[src/sle_pkg.sv]
`timescale 1ns / 1ps
package sle_pkg;

    localparam int DEPTH      = 16;
    localparam int DATA_WIDTH = 32;
    localparam int IDX_W      = 4;
    localparam int CNT_W      = 5;

    // operation codes
    localparam logic [1:0] MODE_INSERT = 2'd0;
    localparam logic [1:0] MODE_SEARCH = 2'd1;
    localparam logic [1:0] MODE_REMOVE = 2'd2;

    // status codes
    localparam logic [1:0] ST_DONE = 2'd0;
    localparam logic [1:0] ST_FULL = 2'd1;
    localparam logic [1:0] ST_MISS = 2'd2;

    typedef struct packed {
        logic [1:0]         mode;
        logic signed [31:0] value;
    } sle_in_t;

    typedef struct packed {
        logic [1:0]       status;
        logic [IDX_W-1:0] index;
        logic [CNT_W-1:0] count;
    } sle_out_t;

    // broadcast from the control to every cell
    typedef struct packed {
        logic                         cmp;
        logic                         ins;
        logic                         rem;
        logic signed [DATA_WIDTH-1:0] cmp_key;
        logic signed [DATA_WIDTH-1:0] ins_key;
    } sle_ctrl_t;

    // compare flags a cell reports, all qualified by its valid bit
    typedef struct packed {
        logic le;
        logic lt;
        logic eq;
    } sle_flag_t;

    // position of the first clear bit of a thermometer vector, DEPTH if none
    function automatic logic [CNT_W-1:0] first_zero(input logic [DEPTH-1:0] v);
        logic [CNT_W-1:0] p;
        p = CNT_W'(DEPTH);
        for (int i = DEPTH - 1; i >= 0; i--)
        begin
            if (!v[i])
            begin
                p = CNT_W'(i);
            end
        end
        return p;
    endfunction

endpackage

[src/sle_cell.sv]
`timescale 1ns / 1ps
module sle_cell (
    input  logic                                  clk,
    input  logic                                  rst_n,
    input  sle_pkg::sle_ctrl_t                    ctrl,
    input  logic                                  valid,
    input  logic                                  left_le,
    input  logic signed [sle_pkg::DATA_WIDTH-1:0] left_entry,
    input  logic signed [sle_pkg::DATA_WIDTH-1:0] right_entry,
    output logic signed [sle_pkg::DATA_WIDTH-1:0] entry,
    output sle_pkg::sle_flag_t                    flags
);
    import sle_pkg::*;

    logic signed [DATA_WIDTH-1:0] entry_reg;
    logic signed [DATA_WIDTH-1:0] entry_next;
    sle_flag_t                    flags_reg;
    sle_flag_t                    flags_next;

    // compare the stored entry against the broadcast key
    always_comb
    begin
        flags_next    = flags_reg;
        if (ctrl.cmp)
        begin
            flags_next.le = valid && (entry_reg <= ctrl.cmp_key);
            flags_next.lt = valid && (entry_reg <  ctrl.cmp_key);
            flags_next.eq = valid && (entry_reg == ctrl.cmp_key);
        end
    end

    // shift up on insert, shift down on remove, hold otherwise
    always_comb
    begin
        entry_next = entry_reg;
        if (ctrl.ins && !flags_reg.le)
        begin
            entry_next = left_le ? ctrl.ins_key : left_entry;
        end
        else if (ctrl.rem && !flags_reg.lt)
        begin
            entry_next = right_entry;
        end
    end

    always_ff @(posedge clk or negedge rst_n)
    begin
        if (!rst_n)
        begin
            flags_reg <= '0;
        end
        else
        begin
            flags_reg <= flags_next;
        end
    end

    always_ff @(posedge clk)
    begin
        entry_reg <= entry_next;
    end

    assign entry = entry_reg;
    assign flags = flags_reg;

endmodule

[src/sorted_list_engine.sv]
`timescale 1ns / 1ps
// Sorted list of up to 16 signed values held in a row of compare-and-shift cells.
// done is registered from busy, which is registered when the beat is taken (compare, then shift).
// No new beat is taken while busy is high; busy marks the shift cycle, set by the
// dependence of each compare on the previous shift. The receiver cannot stall.
// Reset (rst_n low, asynchronous) empties the list and clears busy and done.
module sorted_list_engine (
    input  logic              clk,
    input  logic              rst_n,
    input  logic              start,
    input  sle_pkg::sle_in_t  cmd,
    output logic              busy,
    output logic              done,
    output sle_pkg::sle_out_t result
);
    import sle_pkg::*;

    logic                         busy_reg;
    logic                         busy_next;
    logic                         done_reg;
    logic                         done_next;
    logic [1:0]                   mode_reg;
    logic signed [DATA_WIDTH-1:0] key_reg;
    logic [CNT_W-1:0]             count_reg;
    logic [CNT_W-1:0]             count_next;
    sle_out_t                     result_reg;
    sle_out_t                     result_next;

    logic                         accept;
    sle_ctrl_t                    ctrl;
    logic [DEPTH-1:0]             valid;
    logic [DEPTH-1:0]             le_vec;
    logic [DEPTH-1:0]             lt_vec;
    logic [DEPTH-1:0]             eq_vec;
    logic signed [DATA_WIDTH-1:0] entry_w [DEPTH];
    sle_flag_t                    flag_w  [DEPTH];
    logic                         full;
    logic                         found;
    logic                         ins_go;
    logic                         rem_go;
    logic [CNT_W-1:0]             ins_pos;
    logic [CNT_W-1:0]             hit_pos;

    assign accept = start && !busy_reg;

    // drive the cell row
    always_comb
    begin
        ctrl.cmp     = accept;
        ctrl.ins     = ins_go;
        ctrl.rem     = rem_go;
        ctrl.cmp_key = cmd.value;
        ctrl.ins_key = key_reg;
    end

    genvar g;
    generate
        for (g = 0; g < DEPTH; g++)
        begin : g_cell
            logic                         left_le;
            logic signed [DATA_WIDTH-1:0] left_entry;
            logic signed [DATA_WIDTH-1:0] right_entry;

            assign valid[g]  = (CNT_W'(g) < count_reg);
            assign le_vec[g] = flag_w[g].le;
            assign lt_vec[g] = flag_w[g].lt;
            assign eq_vec[g] = flag_w[g].eq;

            if (g == 0)
            begin : g_first
                assign left_le    = 1'b1;
                assign left_entry = '0;
            end
            else
            begin : g_mid
                assign left_le    = flag_w[g-1].le;
                assign left_entry = entry_w[g-1];
            end

            if (g == DEPTH - 1)
            begin : g_last
                assign right_entry = entry_w[g];
            end
            else
            begin : g_inner
                assign right_entry = entry_w[g+1];
            end

            sle_cell u_cell (
                .clk         (clk),
                .rst_n       (rst_n),
                .ctrl        (ctrl),
                .valid       (valid[g]),
                .left_le     (left_le),
                .left_entry  (left_entry),
                .right_entry (right_entry),
                .entry       (entry_w[g]),
                .flags       (flag_w[g])
            );
        end
    endgenerate

    // decide the operation from the registered flags
    always_comb
    begin
        full    = (count_reg == CNT_W'(DEPTH));
        found   = |eq_vec;
        ins_pos = first_zero(le_vec);
        hit_pos = first_zero(lt_vec);
        ins_go  = busy_reg && (mode_reg == MODE_INSERT) && !full;
        rem_go  = busy_reg && (mode_reg == MODE_REMOVE) && found;
    end

    // build the result beat and the next fill count
    always_comb
    begin
        busy_next   = accept;
        done_next   = busy_reg;
        count_next  = count_reg;
        result_next = result_reg;
        if (busy_reg)
        begin
            result_next.status = ST_MISS;
            result_next.index  = '0;
            case (mode_reg)
                MODE_INSERT:
                begin
                    if (full)
                    begin
                        result_next.status = ST_FULL;
                    end
                    else
                    begin
                        result_next.status = ST_DONE;
                        result_next.index  = ins_pos[IDX_W-1:0];
                        count_next         = count_reg + CNT_W'(1);
                    end
                end
                MODE_SEARCH, MODE_REMOVE:
                begin
                    if (found)
                    begin
                        result_next.status = ST_DONE;
                        result_next.index  = hit_pos[IDX_W-1:0];
                        if (mode_reg == MODE_REMOVE)
                        begin
                            count_next = count_reg - CNT_W'(1);
                        end
                    end
                end
                default:
                begin
                    result_next.status = ST_MISS;
                end
            endcase
            result_next.count = count_next;
        end
    end

    always_ff @(posedge clk or negedge rst_n)
    begin
        if (!rst_n)
        begin
            busy_reg  <= 1'b0;
            done_reg  <= 1'b0;
            count_reg <= '0;
        end
        else
        begin
            busy_reg  <= busy_next;
            done_reg  <= done_next;
            count_reg <= count_next;
        end
    end

    // hold the beat payload and register the result beat
    always_ff @(posedge clk)
    begin
        if (accept)
        begin
            mode_reg <= cmd.mode;
            key_reg  <= cmd.value;
        end
        result_reg <= result_next;
    end

    assign busy   = busy_reg;
    assign done   = done_reg;
    assign result = result_reg;

endmodule

[config.mk]
export PLATFORM = sky130hd
export DESIGN_NAME = sorted_list_engine
export DESIGN_NICKNAME = d
export VERILOG_FILES = /design/src/sle_pkg.sv /design/src/sle_cell.sv /design/src/sorted_list_engine.sv
export SDC_FILE = /design/constraint.sdc
export NUM_CORES = 2
export LEC_CHECK = 0
export ABC_AREA = 1
export BUFFER_PORTS_ARGS = -buffer_cell sky130_fd_sc_hd__buf_2
export CAP_MARGIN = 20
export CORE_UTILIZATION = 25
export DETAILED_ROUTE_END_ITERATION = 10
export GPL_ROUTABILITY_DRIVEN = 1
export SETUP_SLACK_MARGIN = 0.5
export SLEW_MARGIN = 25
export SYNTH_ARGS = -nofsm -noshare
export SYNTH_HDL_FRONTEND = slang
export SYNTH_SLANG_ARGS = --single-unit
[constraint.sdc]
create_clock -name clk -period 5.5 [get_ports clk]
set_input_delay 1.1 -clock clk [delete_from_list [all_inputs] [get_ports clk]]
set_output_delay 1.1 -clock clk [all_outputs]
set_load 0.05 [all_outputs]
### Yosys cells after proc, flatten, opt, wreduce, memory -nomap -nowiden

Index checks and enable logic that the tools add are counted.

* input port bits: 37
* register bits after elaboration: 612

* $lt $le $gt $ge: 48
* mux-type cells: 86
* add/subtract/negate cells: 2
* reductions and logical operators: 135
* equality and inequality tests: 19

Operator list (number)
* 2-to-1 mux 32 bit: 45
* == test 32 bit: 16
* <= comparator 32 bit: 16
* < comparator 32 bit: 16
* 2-to-1 mux 4 bit: 33
* logical AND 1 bit: 84
* < comparator 4 x 5 -> 1 bit, first input constant: 8
* logical NOT 1 bit: 33
* nonzero test 2 bit: 15
* < comparator 3 x 5 -> 1 bit, first input constant: 4
* OR reduction 16 bit: 1
* 2-to-1 mux 5 bit: 3
* < comparator 1 x 5 -> 1 bit, first input constant: 2
* < comparator 2 x 5 -> 1 bit, first input constant: 2
* one-hot mux 5 bit (2 select lines): 1
* one-hot mux 4 bit (2 select lines): 1
* 2-to-1 mux 6 bit: 1
* adder 5 x 1 -> 5 bit, second input constant: 1
* == test 5 bit, second input constant: 1
* subtractor 5 x 1 -> 5 bit, second input constant: 1
* one-hot mux 2 bit (2 select lines): 1
* == test 2 x 1 -> 1 bit, second input constant: 1
* == test 2 bit, second input constant: 1
* logical NOT 2 bit: 1
* 2 further kinds: 2

### Longest topological paths before layout

* depth in word-level cells: 18
* depth in mapped cells: 17
* gate-level depth less buffers: 17

### Modules after synthesis

Synthesis repeated with hierarchy kept, for this count alone.

* cell total of the unflattened synthesis: 5592
* area total of the unflattened synthesis: 44338.8 um2

By module, submodules not included
* sle_cell: cells each 333, area each 2611.3 um2, sequential area each 1036.0 um2, instances 16
* sorted_list_engine: cells each 264, area each 2558.7 um2, sequential area each 1526.5 um2, instances 1

### Worst setup path after synthesis

Ideal clock, no wire load.

* path kind: register -> register
* start point: register busy_reg, in the netlist busy
* end point: register g_cell[0].u_cell.entry_reg[0], enable pin
* setup time: 466 ps
* data arrival time: 3644 ps
* required time: 5034 ps
* path buffers: 1
* stages on the path, launching flop included: 4
* slack: 1390 ps
* period minus slack after synthesis: 4110 ps
* path through: dfrtp_1 -> nand2_1 -> clkbuf_1 -> o21ai_0

* cells in the longest elaborated chain, start to end: 4
* elaborated cells between the ends (all ways): 7
* those cells by class: reduce/logical (7)

RTL lines
* start: declaration: line sorted_list_engine.sv:18 `logic busy_reg;`
* start signal: assignment: line sorted_list_engine.sv:170 `busy_reg <= busy_next;`
* logical AND 1 bit, on equally long branches (2 in series): line sorted_list_engine.sv:111, sorted_list_engine.sv:110
* logical AND 1 bit, on equally long branches: line sle_cell.sv:40, sle_cell.sv:36
* nonzero test 2 bit (no line) (*)
* end signal: assignment: line sle_cell.sv:60 `entry_reg <= entry_next;`
* end: declaration: line sle_cell.sv:15 `logic signed [DATA_WIDTH-1:0] entry_reg;`

Mark *: on every way between the ends. The rest lies on a longest branch, timed or not.
A chain may end at the register's enable or synchronous reset.

### Final worst setup path

* start point: register count_reg[1]
* end point: register g_cell[10].u_cell.entry_reg[9], enable pin

* cells in the longest elaborated chain, start to end: 5

RTL lines
* start: declaration: line sorted_list_engine.sv:24 `logic [CNT_W-1:0] count_reg;`
* start signal: assignment: line sorted_list_engine.sv:172 `count_reg <= count_next;`
* == test 5 bit: line sorted_list_engine.sv:106 `full = (count_reg == CNT_W'(DEPTH));`
* logical NOT 1 bit: line sorted_list_engine.sv:110 `ins_go = busy_reg && (mode_reg == MODE_INSERT) && !full;`
* logical AND 1 bit: line sorted_list_engine.sv:110
* logical AND 1 bit: line sle_cell.sv:36 `if (ctrl.ins && !flags_reg.le)`
* nonzero test 2 bit (no line)
* end signal: assignment: line sle_cell.sv:60
* end: declaration: line sle_cell.sv:15

No other way between the ends.

==> results by group <==
Run status
  – Status: finished, final reports clean

Yosys
  – Number of flops mapped to enable cells by yosys: 557
  – Post-Synth Adder-Cell Area: ~16%
  – Mapped Cells: ~4700
  – Post-synth top flop: edfxtp_1
  – Library cells used by synthesis: 50
  – Post-synthesis mux area share: 0%
  – Ys Warns: 0
  – Post-synth top cells: 1311 x nand2_1, 974 x o21ai_0, 557 x edfxtp_1
  – Mean Syn Cell Area: 8.664 um^2
  – Sequential-to-total area share from yosys stat: around 44%
  – Cell taking the most area after synthesis: edfxtp_1
  – Top-count cell post-synth: nand2_1
  – Post-synth ARST share: 8.987%
  – Largest family of logic cells by synthesized area: compound AO/OA/AOI/OAI gates
  – Yosys top cell area share: 40.70%
  – Post-Syn Area: slightly above 40000 um^2
  – Post-Synth Simple-Gate Area: 16.71%
  – Post-Synth XOR/XNOR Area: 0%
  – Post-synthesis net count: 5298
  – Top area cells in the synthesized netlist: edfxtp_1 41%, ha_1 16%, nand2_1 12%, o21ai_0 12%, dfrtp_1 3.3%
  – Compound-Gate Fraction of Synth Area: 18.51%
  – Synth Register Bits: 612

Cells and area
  – Area grow syn2layout: 12.23%
  – Finished Layout Cells: 6917
  – Max reg flops: 512
  – Fraction of layout cells with a size suffix above 1: 5.675%
  – Final core occ: 28.30%
  – Fin nets: approximately 5200

CTS
  – Hold_buf cts: 0
  – CTS tree: yes
  – Clk slew on worst S/H paths: 70 ps
  – Post-CTS setup buffer count: 0
  – Clock latency on the worst-skew pair: 650 ps
  – Max Buffers Root-to-Sink: 3
  – Clock Tree Root: clkbuf_16
  – CTS H-Tree Depth: 3
  – Clock sink count: ~600
  – CTS buffer count: 75
  – Resize count post-CTS: 0

Power
  – Combinational Power Share: 19.2%
  – Part of the power in registers: 44.3%
  – Final Power: 13.39 mW
  – Leak Pwr: 18.14 nW
  – Clock power share: about 37%
  – Internal power component: 9.073 mW
  – VDD IR max: 0.0002773 V
  – Sw Pwr: 4.312 mW
  – Sw frac: 32.22%
  – Power per standard cell area: 290.2 nW/um^2

Route
  – WL/cell: 18.31 um
  – Final wirelength: roughly 130000 um
  – Post-DRT Antenna Nets: 0
  – Vias/cell: 4.951
  – Drt initial violations: 3017
  – First-pass DRT Iterations: 8
  – Via count: 34240
  – Drt drc: 0

STA
  – Pins Over Slew Limit: 0
  – Setup TNS: 0 ps
  – Final worst path period share: 65.66%
  – Measured slew at the worst slew-check pin: 983.7 ps
  – RSZ-0062 raised after global routing: false
  – Fin. Hold Viols: 0
  – Setup-failing EPs final: 0
  – Min Tclk post-route: 3611 ps
  – Clock skew: around 32 ps
  – Fmax: between 200 and 300 MHz
  – Relative slew slack: 33.73%

Worst setup path
  – Critical path startpoint category: flip-flop
  – Critical-path maximum fanout: 61
  – Worst EP required: 5890 ps
  – WP data arrival: 4000 ps
  – CP Class: flip-flop to flip-flop
  – CP endpoint kind: flip-flop
  – Critical path's largest stage delay: approximately 780 ps
  – Critical path cell sequence: inv_1, ha_1, inv_1, nor3_4, nand2_4, nand2_4, nor2_1, inv_2, o21ai_4, buf_16
  – Worst path top cell family by delay: buffers and inverters
  – Slowest CP cell: inv_2
  – Buffer and inverter count on the worst path: 4

Placement
  – Final HPWL DP: approximately 97000 um
  – GPL Wtd Cong: slightly above 0.9
  – Count of input and output buffers: 49
  – Placed cell count: 6773

Floorplan
  – Die boundary height: 407.4 um
  – Row cnt: 148
  – Initial Util: 25.22%
  – Full die area: 166000 um^2
  – Core area: 163000 um^2
  – Die X: 407.4 um
  – Io pins: 50

Global route
  – Number of global-route vias before repair: roughly 33000
  – Tot GR Track Use: 14.87%
  – Largest net degree at the start of global routing: 70
  – Initial antenna violation count: 8
  – First-pass GRT wire length: roughly 200000 um
  – Grt total ovfl: 0

Run
  – Max cap viols: 0

Hold path
  – HP Class: flip-flop to flip-flop
==> cell usage in the layout (no fill, tap or decap), drive strengths merged <==
cell,n
buf,100
a21boi,6
a311oi,1
bufinv,2
nand3b,15
dfrtp,55
a31oi,7
a22oi,1
nor3,45
nand2,1313
a21oi,265
nor4,22
o31ai,3
a21o,8
inv,248
diode,2
a211oi,15
o22a,1
nor4b,3
a221oi,2
o21bai,2
edfxtp,557
o21ai,1031
nor2,122
nand3,66
o21a,16
o22ai,5
nor3b,1
clkinv,33
o211ai,74
nand4,83
and3,2
o221ai,8
or2,1
and3b,1
or3,1
clkbuf,107
ha,518
==> power by group through the flow <==
stage | Combinational [mW] | Clock (mW) | Sequential (mW)
floorplan | 2.01 | 0 | 5.69
global placement | 2.45 | 0 | 6.00
detailed placement | 2.54 | 0 | 6.01
CTS | 2.55 | 4.98 | 5.91
global route | 2.93 | 5.15 | 5.98
finish | 2.57 | 4.89 | 5.92
==> path summary, 6_finish.rpt <==
path / to / cells after the start / from / slack, ps
max: g_cell[10].u_cell.entry[9] / 10 / count_reg[1] / 1890
min: g_cell[12].u_cell.flags[0] / 2 / g_cell[12].u_cell.flags[0] / 540
max reg2reg: g_cell[10].u_cell.entry[9] / 10 / count_reg[1] / 1890
min reg2reg: g_cell[12].u_cell.flags[0] / 2 / g_cell[12].u_cell.flags[0] / 540
max in group asynchronous: g_cell[11].u_cell.flags[2] / 2 / rst_n / 4190
min in group asynchronous: g_cell[3].u_cell.flags[1] / 2 / rst_n / 650
==> tightest hold or removal path, stage by stage (launching register included) <==
cell and delay [ps]:
dfrtp_1 360, inv_1 60, o21ai_0 80
==> routing by layer <==
metal	share of wire [%]	global-route usage, %	vias up
met3	6.1	1.956	211
met4	3.2	5.659	0
met1	46	20.26	16170
met5	0	0	-
li1	-	-	16770
met2	45	23.86	1099
==> logic make-up after synthesis <==
group,after synthesis
adders and majority gates,518
buffers and inverters,493
AOI/OAI and AO/OA,1445
and+or+nand+nor,1675
DFF,612
==> layout make-up <==
class / instances / area [um^2]
Fill cell: 17260 / 116800
Multi-Input combinational cell: 3638 / 21140
Sequential cell: 612 / 18140
Tap cell: 2175 / 2721
Clock buffer: 107 / 2150
Inverter: 251 / 952.2
Timing Repair Buffer: 100 / 788.3
Clock inverter: 32 / 227.7
Antenna cell: 2 / 5.005
==> through the flow <==
step | hold WS, ps | instance area [um^2] | setup WS, ps
after floorplan | 466.6 | 41090 | 1390
after global placement | 523.9 | 43500 | 1259
after detailed placement | 528.1 | 43640 | 1270
after CTS | 540.3 | 46010 | 1909
after global routing | 572.5 | 46120 | 1608
final | 538.7 | 46120 | 1889
No activity file was read; power rests on OpenSTA's default activity.
